## config.mk

```make
export PLATFORM = sky130hd
export DESIGN_NAME = ppg_heart_rate_zone_monitor_unit
export DESIGN_NICKNAME = d
export VERILOG_FILES = /design/src/design/hrz_pkg.sv /design/src/design/hrz_divider.sv /design/src/design/ppg_heart_rate_zone_monitor_unit.sv
export VERILOG_INCLUDE_DIRS = /design/src /design/src/design
export SDC_FILE = /design/constraint.sdc
export NUM_CORES = 1
export LEC_CHECK = 0
export ABC_AREA = 1
export BUFFER_PORTS_ARGS = -buffer_cell sky130_fd_sc_hd__buf_2
export CAP_MARGIN = 40
export CORE_UTILIZATION = 40
export CTS_CLUSTER_DIAMETER = 120
export CTS_CLUSTER_SIZE = 12
export DETAILED_ROUTE_END_ITERATION = 10
export RECOVER_POWER = 50
export SLEW_MARGIN = 10
export SYNTH_ARGS = -nofsm -noshare
export SYNTH_HDL_FRONTEND = slang
export SYNTH_HIERARCHICAL = 1
export SYNTH_SLANG_ARGS = --single-unit
```

## constraint.sdc

```tcl
create_clock -name clk -period 11.9 [get_ports clk]
set_clock_uncertainty 0.05 [all_clocks]
set_input_delay 1.785 -clock clk [delete_from_list [all_inputs] [get_ports clk]]
set_output_delay 1.785 -clock clk [all_outputs]
set_load 0.05 [all_outputs]
```

## src/design/ppg_heart_rate_zone_monitor_unit_assert.svh

```systemverilog
// ----------------------------------------------------------------------------
// ppg_heart_rate_zone_monitor_unit assertion macros
// Concurrent check wrappers; empty when built for synthesis.
// ----------------------------------------------------------------------------
`ifndef PPG_HEART_RATE_ZONE_MONITOR_UNIT_ASSERT_SVH
`define PPG_HEART_RATE_ZONE_MONITOR_UNIT_ASSERT_SVH

`ifndef SYNTHESIS

`define HRZ_ASSERT_IMPL(label, clk, rst, ante, cons) \
  label: assert property (@(posedge clk) disable iff (rst) (ante) |-> (cons)) \
    else $error("hrz check failed");

`define HRZ_ASSERT_NEXT(label, clk, rst, ante, cons) \
  label: assert property (@(posedge clk) disable iff (rst) (ante) |=> (cons)) \
    else $error("hrz check failed");

`else

`define HRZ_ASSERT_IMPL(label, clk, rst, ante, cons)

`define HRZ_ASSERT_NEXT(label, clk, rst, ante, cons)

`endif

`endif

```

## src/design/hrz_pkg.sv

```systemverilog
// ----------------------------------------------------------------------------
// hrz_pkg
// Shared types and constants of the heart rate zone monitor.
// ----------------------------------------------------------------------------
package hrz_pkg;

  localparam int SAMPLE_W   = 10;
  localparam int TIME_W     = 32;
  localparam int WIN_W      = 14;
  localparam int BPM_W      = 12;
  localparam int RATE_SUM_W = 15;
  localparam int ZONE_W     = 2;

  localparam int CFG_IDX_W  = 2;
  localparam int CFG_DATA_W = 16;

  localparam int DIVIDEND_W = 20;
  localparam int DIVISOR_W  = 32;
  localparam int DIV_CNT_W  = $clog2(DIVIDEND_W + 1);

  localparam logic [DIVIDEND_W-1:0] RATE_NUMERATOR = DIVIDEND_W'(960000);
  localparam logic [BPM_W-1:0]      BPM_MAX        = {BPM_W{1'b1}};

  typedef enum logic [CFG_IDX_W-1:0] {
    REG_REST_LIMIT     = 2'd0,
    REG_ELEVATED_LIMIT = 2'd1,
    REG_MIN_PEAK_GAP   = 2'd2,
    REG_PEAK_MARGIN    = 2'd3
  } cfg_reg_t;

  typedef enum logic [ZONE_W-1:0] {
    ZONE_NONE     = 2'd0,
    ZONE_RESTING  = 2'd1,
    ZONE_ELEVATED = 2'd2,
    ZONE_HIGH     = 2'd3
  } zone_t;

  typedef enum logic [3:0] {
    S_IDLE,
    S_WIN,
    S_PEAK,
    S_GAP,
    S_DIV,
    S_PUSH,
    S_MEAN,
    S_OUT
  } hrz_state_t;

  typedef struct packed {
    logic busy;
    logic done;
  } div_status_t;

endpackage

```

## src/design/hrz_divider.sv

```systemverilog
// ----------------------------------------------------------------------------
// hrz_divider
// Shared restoring divider, one quotient bit per cycle.
// ----------------------------------------------------------------------------
module hrz_divider (
  input  logic                            clk,
  input  logic                            rst,
  input  logic                            start,
  input  logic [hrz_pkg::DIVIDEND_W-1:0]  dividend,
  input  logic [hrz_pkg::DIVISOR_W-1:0]   divisor,
  output hrz_pkg::div_status_t            status,
  output logic [hrz_pkg::DIVIDEND_W-1:0]  quotient
);
  import hrz_pkg::*;

  logic [DIVISOR_W-1:0]  rem;
  logic [DIVIDEND_W-1:0] quo;
  logic [DIVISOR_W-1:0]  dvs;
  logic [DIV_CNT_W-1:0]  count;
  logic                  busy;
  logic                  done;

  logic [DIVISOR_W:0]    shifted;
  logic [DIVISOR_W+1:0]  diff;
  logic                  fits;

  always_comb begin
    shifted = {rem, quo[DIVIDEND_W-1]};
    diff    = {1'b0, shifted} - {2'b00, dvs};
    fits    = ~diff[DIVISOR_W+1];
  end

  always_ff @(posedge clk) begin
    if (rst) begin
      busy  <= 1'b0;
      done  <= 1'b0;
      count <= '0;
    end else begin
      done <= 1'b0;
      if (start) begin
        busy  <= 1'b1;
        count <= DIV_CNT_W'(DIVIDEND_W);
      end else if (busy) begin
        count <= count - 1'b1;
        if (count == DIV_CNT_W'(1)) begin
          busy <= 1'b0;
          done <= 1'b1;
        end
      end
    end
  end

  always_ff @(posedge clk) begin
    if (start) begin
      rem <= '0;
      quo <= dividend;
      dvs <= divisor;
    end else if (busy) begin
      rem <= fits ? diff[DIVISOR_W-1:0] : shifted[DIVISOR_W-1:0];
      quo <= {quo[DIVIDEND_W-2:0], fits};
    end
  end

  assign status.busy = busy;
  assign status.done = done;
  assign quotient    = quo;

endmodule

```

## src/design/ppg_heart_rate_zone_monitor_unit.sv

```systemverilog
// ----------------------------------------------------------------------------
// ppg_heart_rate_zone_monitor_unit
// Pulse sample smoothing, peak picking, heart rate averaging and zone report.
// ----------------------------------------------------------------------------
//  channel   dir  beat contents
//  s_axis    in   tdata: sample[9:0], time_ms[41:10]
//  m_axis    out  tdata: smoothed_sum[13:0], peak_found[14],
//                        average_bpm_q4[26:15], zone[28:27]
//  cfg       in   cfg_we, cfg_index, cfg_wdata; write-only
//
//  Each beat steps through S_WIN, S_PEAK and S_GAP to S_OUT, which loads the
//  output once the output register is free, then back to S_IDLE. A beat that
//  yields a rate goes via the shared 20-step divider, which forms 960000 /
//  interval, and the rate mean is then taken by a reciprocal multiply.
//  s_tready is high only while idle; the output register holds a result until
//  taken, and the next beat is accepted meanwhile. Reset clears all history.
// ----------------------------------------------------------------------------
module ppg_heart_rate_zone_monitor_unit #(
  parameter int SMOOTH_TAPS = 10,
  parameter int RATE_TAPS   = 5
) (
  input  logic                             clk,
  input  logic                             rst,
  input  logic                             s_tvalid,
  output logic                             s_tready,
  // sample[9:0], time_ms[41:10], zero fill above
  input  logic [47:0]                      s_tdata,
  output logic                             m_tvalid,
  input  logic                             m_tready,
  // smoothed_sum[13:0], peak_found[14], average_bpm_q4[26:15], zone[28:27]
  output logic [31:0]                      m_tdata,
  input  logic                             cfg_we,
  input  logic [hrz_pkg::CFG_IDX_W-1:0]    cfg_index,
  input  logic [hrz_pkg::CFG_DATA_W-1:0]   cfg_wdata
);
  import hrz_pkg::*;

  localparam int SP_W = (SMOOTH_TAPS > 1) ? $clog2(SMOOTH_TAPS) : 1;
  localparam int RP_W = (RATE_TAPS > 1) ? $clog2(RATE_TAPS) : 1;

  localparam int PEAK_LSB = WIN_W;
  localparam int AVG_LSB  = WIN_W + 1;
  localparam int ZONE_LSB = AVG_LSB + BPM_W;
  localparam int OUT_USED = ZONE_LSB + ZONE_W;

  // truncating mean by reciprocal multiply, exact for every reachable total
  localparam int MEAN_SHIFT  = 18;
  localparam int MEAN_RECIP  = ((1 << MEAN_SHIFT) + RATE_TAPS - 1) / RATE_TAPS;
  localparam int MEAN_PROD_W = RATE_SUM_W + MEAN_SHIFT + 1;

  // configuration
  logic [7:0]            rest_limit;
  logic [7:0]            elevated_limit;
  logic [15:0]           min_peak_gap;
  logic [WIN_W-1:0]      peak_margin;

  // history
  logic [SAMPLE_W-1:0]   sample_ring [SMOOTH_TAPS];
  logic [SP_W-1:0]       sample_pos;
  logic [WIN_W-1:0]      window_total;
  logic [WIN_W-1:0]      older_sum;
  logic [WIN_W-1:0]      middle_sum;
  logic [WIN_W-1:0]      newest_sum;
  logic [TIME_W-1:0]     last_peak_time;
  logic [BPM_W-1:0]      rate_ring [RATE_TAPS];
  logic [RP_W-1:0]       rate_pos;
  logic [RATE_SUM_W-1:0] rate_total;
  logic [BPM_W-1:0]      rate_average;

  // per-beat working registers
  hrz_state_t            state;
  hrz_state_t            state_next;
  logic [SAMPLE_W-1:0]   sample_in;
  logic [TIME_W-1:0]     time_in;
  logic [TIME_W-1:0]     gap;
  logic                  peak_cand;
  logic                  peak;

  // shared divider
  logic                  div_start;
  logic [DIVIDEND_W-1:0] div_dividend;
  logic [DIVISOR_W-1:0]  div_divisor;
  div_status_t           div_stat;
  logic [DIVIDEND_W-1:0] div_quotient;

  logic [WIN_W-1:0]      window_next;
  logic                  is_peak;
  logic                  gap_ok;
  logic                  have_peak;
  logic [BPM_W-1:0]      bpm;
  logic [RATE_SUM_W-1:0] rate_total_next;
  logic [MEAN_PROD_W-1:0] mean_prod;
  zone_t                 zone;
  logic                  out_free;

  hrz_divider u_div (
    .clk      (clk),
    .rst      (rst),
    .start    (div_start),
    .dividend (div_dividend),
    .divisor  (div_divisor),
    .status   (div_stat),
    .quotient (div_quotient)
  );

  always_comb begin
    window_next = window_total - {{(WIN_W-SAMPLE_W){1'b0}}, sample_ring[sample_pos]}
                  + {{(WIN_W-SAMPLE_W){1'b0}}, sample_in};
    is_peak = (middle_sum > older_sum) && (middle_sum > newest_sum) &&
              ((middle_sum - older_sum) > peak_margin) &&
              ((middle_sum - newest_sum) > peak_margin);
    gap_ok    = peak_cand && (gap > {16'd0, min_peak_gap});
    have_peak = (last_peak_time != '0);
    bpm = (div_quotient > {{(DIVIDEND_W-BPM_W){1'b0}}, BPM_MAX}) ?
          BPM_MAX : div_quotient[BPM_W-1:0];
    rate_total_next = rate_total - {{(RATE_SUM_W-BPM_W){1'b0}}, rate_ring[rate_pos]}
                      + {{(RATE_SUM_W-BPM_W){1'b0}}, bpm};
    mean_prod = MEAN_PROD_W'(rate_total) * MEAN_PROD_W'(MEAN_RECIP);
    out_free = !m_tvalid || m_tready;
  end

  always_comb begin
    if (rate_average == '0) begin
      zone = ZONE_NONE;
    end else if (rate_average < {rest_limit, 4'd0}) begin
      zone = ZONE_RESTING;
    end else if (rate_average < {elevated_limit, 4'd0}) begin
      zone = ZONE_ELEVATED;
    end else begin
      zone = ZONE_HIGH;
    end
  end

  // next state
  always_comb begin
    state_next = state;
    unique case (state)
      S_IDLE:    if (s_tvalid) state_next = S_WIN;
      S_WIN:     state_next = S_PEAK;
      S_PEAK:    state_next = S_GAP;
      S_GAP:     state_next = (gap_ok && have_peak) ? S_DIV : S_OUT;
      S_DIV:     if (div_stat.done) state_next = S_PUSH;
      S_PUSH:    state_next = S_MEAN;
      S_MEAN:    state_next = S_OUT;
      S_OUT:     if (out_free) state_next = S_IDLE;
      default:   state_next = S_IDLE;
    endcase
  end

  // outputs of the sequencer
  always_comb begin
    s_tready     = 1'b0;
    div_start    = 1'b0;
    div_dividend = RATE_NUMERATOR;
    div_divisor  = gap;
    unique case (state)
      S_IDLE:    s_tready = 1'b1;
      S_GAP:     div_start = gap_ok && have_peak;
      default: ;
    endcase
  end

  always_ff @(posedge clk) begin
    if (rst) begin
      state          <= S_IDLE;
      rest_limit     <= 8'd90;
      elevated_limit <= 8'd120;
      min_peak_gap   <= 16'd300;
      peak_margin    <= '0;
      sample_pos     <= '0;
      window_total   <= '0;
      older_sum      <= '0;
      middle_sum     <= '0;
      newest_sum     <= '0;
      last_peak_time <= '0;
      rate_pos       <= '0;
      rate_total     <= '0;
      rate_average   <= '0;
      peak           <= 1'b0;
      m_tvalid       <= 1'b0;
      for (int i = 0; i < SMOOTH_TAPS; i++) sample_ring[i] <= '0;
      for (int i = 0; i < RATE_TAPS; i++) rate_ring[i] <= '0;
    end else begin
      state <= state_next;
      if (cfg_we) begin
        unique case (cfg_reg_t'(cfg_index))
          REG_REST_LIMIT:     rest_limit     <= cfg_wdata[7:0];
          REG_ELEVATED_LIMIT: elevated_limit <= cfg_wdata[7:0];
          REG_MIN_PEAK_GAP:   min_peak_gap   <= cfg_wdata;
          REG_PEAK_MARGIN:    peak_margin    <= cfg_wdata[WIN_W-1:0];
          default: ;
        endcase
      end
      unique case (state)
        S_IDLE: if (s_tvalid) peak <= 1'b0;
        S_WIN: begin
          sample_ring[sample_pos] <= sample_in;
          window_total <= window_next;
          older_sum    <= middle_sum;
          middle_sum   <= newest_sum;
          newest_sum   <= window_next;
          sample_pos   <= (sample_pos == SP_W'(SMOOTH_TAPS - 1)) ? '0 : sample_pos + 1'b1;
        end
        S_GAP: if (gap_ok) begin
          last_peak_time <= time_in;
          peak           <= 1'b1;
        end
        S_PUSH: begin
          rate_ring[rate_pos] <= bpm;
          rate_total <= rate_total_next;
          rate_pos   <= (rate_pos == RP_W'(RATE_TAPS - 1)) ? '0 : rate_pos + 1'b1;
        end
        S_MEAN: rate_average <= mean_prod[MEAN_SHIFT +: BPM_W];
        default: ;
      endcase
      if (state == S_OUT && out_free) begin
        m_tvalid <= 1'b1;
      end else if (m_tready) begin
        m_tvalid <= 1'b0;
      end
    end
  end

  // payload, no reset
  always_ff @(posedge clk) begin
    if (state == S_IDLE && s_tvalid) begin
      sample_in <= s_tdata[SAMPLE_W-1:0];
      time_in   <= s_tdata[SAMPLE_W+TIME_W-1:SAMPLE_W];
    end
    if (state == S_PEAK) begin
      peak_cand <= is_peak;
      gap       <= time_in - last_peak_time;
    end
    if (state == S_OUT && out_free) begin
      m_tdata <= {{(32-OUT_USED){1'b0}}, zone, rate_average, peak, window_total};
    end
  end

  `include "ppg_heart_rate_zone_monitor_unit_assert.svh"

  `HRZ_ASSERT_IMPL(a_div_owned, clk, rst, div_stat.busy, state == S_DIV)
  `HRZ_ASSERT_IMPL(a_rate_pos, clk, rst, 1'b1, rate_pos <= RP_W'(RATE_TAPS - 1))
  `HRZ_ASSERT_IMPL(a_zone_avg, clk, rst, m_tvalid, (m_tdata[ZONE_LSB+ZONE_W-1:ZONE_LSB] == ZONE_NONE) == (m_tdata[ZONE_LSB-1:AVG_LSB] == '0))
  `HRZ_ASSERT_NEXT(a_busy_after_beat, clk, rst, s_tvalid && s_tready, !s_tready)

endmodule
```

==> reports/metrics.yaml, run 1 <==
yosys:
  avgSynthCellArea_um2: 8.612
  yosys_warnings: 6
  syn_inst: 4296
  syn_area_um2: 37000
final_layout:
  final_util_pct: 44.11
  fillers: 9083
  area_growth_pct: 9.269
  drive_gt1_share_pct: 4.648
  layout.nets: 4827
floorplan:
  start_util_pct: 40.36
  die-area_um2: 93720
  die_h_um: 306.1
  die_x_um: 306.1
  coreArea_um2: 91660
  rows: 111
  pin_count: 105
power:
  p_sw_share_pct: 35.53
  p_int_mw: 4.206
  vdd_ir_drop_max_mv: 0.1355
  power.density_nw_per_um2: 161.4
  p_comb_share_pct: 33.7
  power.switching_mw: 2.318
  seqPwrFrac_pct: 39.0
  p_clk_share_pct: 27.3
  p_leak_nw: 18.45
global_routing:
  track_usage_pct: 19.75
  grt_pass1_vias: 26900
  antenna_found_initial: 4
  grt_pass1_wl_um: 146800
  grt_overflow_total: 0
  grt_max_degree: 78
clock_network:
  h-tree-depth: 2
  cts_tree: "done"
  clkTransAtPathRegs_ps: 70
  clock_sinks: 617
  cts_buffers: 58
  clockBufferDepth: 3
  ctsResizeCount: 0
  clkLatencyLatePin_ps: 680
  post_cts_buffers: 0
  cts_root_buf: "clkbuf_16"
  postCtsHoldBufs: 0
route:
  drc_errors: 0
  wire_per_inst_um: 16.58
  avgViaCountPerCell: 5.044
  vias: 28350
  drt_iter0_drc: 2065
  ant_nets: 0
  dr.pass1.iters: 7
  drt_wl_total_um: 93210
timing:
  fmax_ghz: 0.1419
  final-setup-viol-count: 0
  grt_setup_unrepaired: "no"
  finalCriticalPeriod_ps: 7049
  slew_headroom_pct: -84.23
  tns_ps: 0
  setup_ws_ps: 4851
  final-hold-violation-count: 0
  period_share_pct: 59.24
  maxSlewViolCount: 265
  worst_pin_slew_ps: 2763
setup_path:
  cpLargestDelayFamily: "simple AND/OR/NAND/NOR gates"
  crit_slowest_cell: "clkinvlp_2"
  critical_path.max_stage_delay_ps: 1870
  crit_fanout: 50
  crit_chain: "buf_2, clkbuf_1, nor2_1, clkinvlp_2, nor3_4, nand4_1, nand2_1"
  crit_path_end_kind: "register"
  critPathKind: "input port to register"
  cp_data_arrival_time_ps: 7300
  critical_path.startpoint_type: "input port"
  crit_required_ps: 12160
  critPathBufInv: 3
outcome:
  status: "finished, violations left"
  failed_checks: "max-capacitance violations, max-slew violations"
run:
  maxCapViolations: 7
placement:
  pre_cts_ws_ps: 6778
  port_buffers: 95
  hpwl_um: 69910
  place_congestion: 0.8702
min_path:
  hold_path.class: "register to register"
==> sequential cells by signal (all words and copies together) (netlist names), 3 cells and up, named ones only <==
| register | count |
|---|---|
| div_divisor | 32 |
| elevated_limit | 8 |
| last_peak_time | 32 |
| m_tdata | 29 |
| middle_sum | 14 |
| min_peak_gap | 16 |
| newest_sum | 14 |
| older_sum | 14 |
| peak_margin | 14 |
| rate_average | 12 |
| rate_pos | 3 |
| rate_ring | 96 |
| rate_total | 15 |
| rest_limit | 8 |
| sample_in | 10 |
| sample_pos | 4 |
| sample_ring | 160 |
| state | 3 |
| time_in | 32 |
| u_div/count | 5 |
| u_div/dvs | 32 |
| u_div/quotient | 20 |
| u_div/rem | 32 |
==> per-layer routing <==
metal / up-vias / GRT usage, % / part of all wire [%]
met2: 701 / 30.78 / 44
met5: - / 0 / 0.0075
met1: 13250 / 29.07 / 48
li1: 14300 / - / -
met4: 2 / 4.558 / 1.9
met3: 98 / 2.516 / 6.6
==> per-stage QoR <==
stage / hold slack [ps] / instances / area (µm²) / power [mW]
6_report: 377.1 / 5621 / 40430 / 6.523
5_1_grt: 399.5 / 5618 / 40420 / 6.980
4_1_cts: 381.7 / 5618 / 40530 / 6.577
3_5_place_dp: 365.1 / 5509 / 38760 / 4.771
3_3_place_gp: 370.7 / 5504 / 38710 / 4.743
2_1_floorplan: 358.2 / 4317 / 37080 / 4.211
==> power by group through the flow <==
stage	Combinational (mW)	Sequential [mW]	Clock (mW)
CTS	2.20	2.54	1.83
floorplan	1.67	2.54	0
global route	2.51	2.56	1.91
detailed placement	2.19	2.58	0
finish	2.20	2.54	1.78
global placement	2.16	2.58	0
==> layout make-up <==
cell class,count,area [µm²],share of cell area [%]
multi-input combinational,2871,17360,42.95
inverter,708,2660,6.580
clock inverter,6,136.4,0.3373
clock buffer,103,1630,4.033
sequential,617,16480,40.76
tap,1186,1484,3.670
timing repair buffer,127,666.9,1.650
antenna,3,7.507,0.01857
==> worst paths after layout <==
kind                               from                              end  slack (ps)  cells after the start
setup / recovery                    rst  sample_ring[3][6]$_SDFFCE_PN0P_        4850                      7
hold / removal        peak$_SDFFE_PP0P_            m_tdata[14]$_DFFE_PP_         380                      0
setup reg to reg  state[0]$_SDFFE_PP0P_  sample_ring[3][6]$_SDFFCE_PN0P_        6070                      8
hold reg to reg       peak$_SDFFE_PP0P_            m_tdata[14]$_DFFE_PP_         380                      0
==> cells in the final DEF (no fill, tap or decap), drive strengths merged, types with 6 or more instances in the layout <==
cell type	count
nor2	488
o21a	13
clkinv	6
o21ai	244
nand2	852
o221ai	13
nand3	186
edfxtp	412
fa	82
xnor2	35
mux2i	40
buf	98
nand3b	18
a31oi	10
o21bai	12
o211ai	56
nor3	38
a21oi	261
xor2	51
clkbuf	132
nor4	10
o22ai	47
dfxtp	205
conb	23
a21boi	11
nand4	44
ha	291
a21o	23
inv	705
Note: power is estimated with default switching activity, not from simulation.
==> run 2: changes to the inputs <==
ABC_AREA = 0   (was 1)
clock period = 6.23 ns   (was 11.9 ns; I/O delays follow)
==> run 2 against run 1 <==
  * The flow still finishes with violations (max-capacitance violations, max-slew violations)
  * Cell count is 19% lower
  * Clock-buffer cell count is 1 higher
  * Sequential share of layout area is 1.7 points higher
  * Critical path depth is 11 higher
  * Hold slack worse by 15 ps
  * Sequential power is 94% higher
  * Clock power is 90% higher
  * Design area is 4.0% lower
  * First-iteration DRC count is 10% lower
  * Register-to-register slack worse by 5600 ps
  * Wire length is 9.3% lower
==> reports/metrics.yaml, run 2 <==
clock_network:
  ctsResizeCount: 0  # unchanged
  cts_buffers: 58  # unchanged
  clkTransAtPathRegs_ps: 70  # about the same
  clkLatencyLatePin_ps: 670  # about the same
  post_cts_buffers: 0  # unchanged
  postCtsHoldBufs: 0  # unchanged
  clock_sinks: 617  # unchanged
  cts_tree: "done"
  clockBufferDepth: 3  # unchanged
  cts_root_buf: "clkbuf_16"
  h-tree-depth: 2  # unchanged
setup_path:
  critical_path.max_stage_delay_ps: 590  # -1280 ps
  critPathBufInv: 2  # -1
  crit_top_cell: "fa_1"
  reg2reg_depth: 18  # +10
  r2r_end: "rate_average[6]$_SDFFE_PP0N_"
  rrSetupSlack_ps: 460  # -5610 ps
  crit_path_end_kind: "register"
  crit_cells: 18  # +11
  critical_path.startpoint_type: "register"
  cpLargestDelayFamily: "adder cells"
  cp_data_arrival_time_ps: 6300  # -1000 ps
  crit_required_ps: 6760  # -5400 ps
  critPathKind: "register to register"
  r2r_start: "rate_total[13]$_SDFFE_PP0N_"
  crit_chain: "inv_1, ha_1, fa_1, fa_1, inv_1, ha_1, xor2_1, fa_1, fa_1, ha_1, and3_1, nand3_1, a211o_1, o21ai_0, o21ai_0, a211oi_1, a21oi_1, nor2_1"
  crit_slowest_cell: "fa_1"
  crit_fanout: 5  # -90%
timing:
  period_share_pct: 92.67
  final-setup-viol-count: 0  # unchanged
  maxSlewViolCount: 223  # -16%
  tns_ps: 0  # unchanged
  finalCriticalPeriod_ps: 5774
  fmax_ghz: 0.1732
  slew_headroom_pct: -100.3  # -16 points
  final-hold-violation-count: 0  # unchanged
  worst_pin_slew_ps: 3004  # +240.9 ps
  setup_ws_ps: 456.4  # -4394 ps
  grt_setup_unrepaired: "no"
power:
  power_mw: 12.28  # +88%
  power.density_nw_per_um2: 316.5  # +96%
  vdd_ir_drop_max_mv: 0.2186  # +61%
  p_leak_nw: 15.73  # -15%
yosys:
  avgSynthCellArea_um2: 10.85  # +26%
  yosys_warnings: 6  # unchanged
  syn_inst: 3259  # -24%
  syn_area_um2: 35350  # -4.5%
route:
  wire_per_inst_um: 18.59  # +12%
  drc_errors: 0  # unchanged
  drt_iter0_drc: 1850  # -10%
  avgViaCountPerCell: 5.322  # +5.5%
  drt_wl_total_um: 84510  # -9.3%
  dr.pass1.iters: 5  # -2
  ant_nets: 0  # unchanged
  vias: 24190  # -15%
final_layout:
  post-route-cell-area_um2: 38790  # -4.0%
  largest_reg_flops: 160  # unchanged
  layout.nets: 3784  # -22%
  area_growth_pct: 9.745
  top_register: "sample_ring"
  mostFrequentLayoutCell: "edfxtp_1"
  drive_gt1_share_pct: 8.941  # +4.3 points
  reg_top3: "sample_ring x160, rate_ring x96"
  mostFrequentLayoutCells: "edfxtp_1, inv_1, nor2_1"
min_path:
  min_delay_path_depth: 0  # unchanged
  hold_path.class: "register to register"
  whs_endpoint: "u_div/dvs[17]$_DFFE_PP_"
  min_from: "div_divisor[17]$_DFFE_PP_"
global_routing:
  antenna_found_initial: 8  # +4
  grt_pass1_wl_um: 134800  # -8.1%
  track_usage_pct: 19.06  # -0.68 points
  grt_pass1_vias: 23810  # -11%
  grt_overflow_total: 0  # unchanged
  grt_max_degree: 72  # -7.7%
run:
  maxCapViolations: 6  # -1
floorplan:
  coreArea_um2: 87160  # -4.9%
  start_util_pct: 40.56  # +0.19 points
  pin_count: 105  # unchanged
  die-area_um2: 89570  # -4.4%
  die_x_um: 299.3  # -2.2%
  rows: 108  # -2.7%
  die_h_um: 299.3  # -2.2%
outcome:
  status: "finished, violations left"
  failed_checks: "max-capacitance violations, max-slew violations"
placement:
  port_buffers: 95  # unchanged
  pre_cts_ws_ps: 534.1  # -6244 ps
  place_congestion: 0.8841  # +1.6%
  hpwl_um: 61520  # -12%
  dpl-instance-area_um2: 37200  # -4.0%
==> run 2: cell types whose count changed in the layout (fill, tap and decap cells not counted), moves of 24 or more <==
cell | before | now
nand2_1 | 845 | 295
inv_1 | 696 | 328
nor2_1 | 477 | 300
o21ai_0 | 232 | 76
nand3_1 | 184 | 64
mux4_2 | 0 | 74
a21oi_1 | 258 | 198
a21o_1 | 23 | 72
o22ai_1 | 47 | 2
nor3_1 | 31 | 66
and3_1 | 0 | 34
xnor2_1 | 35 | 64
o211ai_1 | 56 | 31
nor2b_1 | 0 | 24
==> run 2: report_power, final <==
part	internal, mW	switching, mW
clock	1.77	1.60
sequential	4.68	0.235
combinational	1.68	2.31
total	8.14	4.14
==> run 2: final cells by class <==
class | instances | area [µm²]
inverters | 328 | 1231
multi-input cells | 2193 | 17100
clock inverters | 5 | 112.6
fillers | 8191 | 48370
well taps | 1155 | 1445
flip-flops and latches | 617 | 16480
repair buffers | 142 | 803.3
diodes | 1 | 2.502
clock buffers | 104 | 1624
==> run 2: per-layer routing <==
| layer | global-route usage, % | vias to the layer above | wire length, µm |
|---|---|---|---|
| met2 | 29.52 | 562 | 37580 |
| met4 | 4.422 | 16 | 1694 |
| met5 | 0 | - | 103 |
| met3 | 3.436 | 113 | 5123 |
| met1 | 27.65 | 11700 | 40010 |
| li1 | - | 11800 | - |
==> run 2: worst max-delay path by stage <==
stage	start	end	slack, ps
final	rate_total[13]$_SDFFE_PP0N_	rate_average[6]$_SDFFE_PP0N_	460
after floorplan	rate_total[13]$_SDFFE_PP0N_	rate_average[9]$_SDFFE_PP0N_	1030
after global placement	rate_total[13]$_SDFFE_PP0N_	rate_average[6]$_SDFFE_PP0N_	560
after global routing	rate_total[13]$_SDFFE_PP0N_	rate_average[6]$_SDFFE_PP0N_	200
after CTS	rate_total[13]$_SDFFE_PP0N_	rate_average[6]$_SDFFE_PP0N_	460
after detailed placement	rate_total[13]$_SDFFE_PP0N_	rate_average[6]$_SDFFE_PP0N_	530
==> run 2: worst register-to-register path, cell delays in order (launching register included) <==
cell      delay (ps)
dfxtp_1          420
inv_1             90
ha_1             360
fa_1             590
fa_1             540
inv_1             40
ha_1             310
xor2_1           170
fa_1             530
fa_1             500
ha_1             320
and3_1           200
nand3_1          110
a211o_1          250
o21ai_0          570
o21ai_0          230
a211oi_1         260
a21oi_1           60
nor2_1            90
==> run 2: through the flow <==
step                      instances  utilization [%]  hold WS, ps
after floorplan                3280                -        358.2
after global placement         4428            42.55        363.9
after detailed placement       4434            42.68        363.2
after CTS                      4543            44.68        347.0
after global routing           4544            44.51        360.7
final                          4545            44.51        362.3
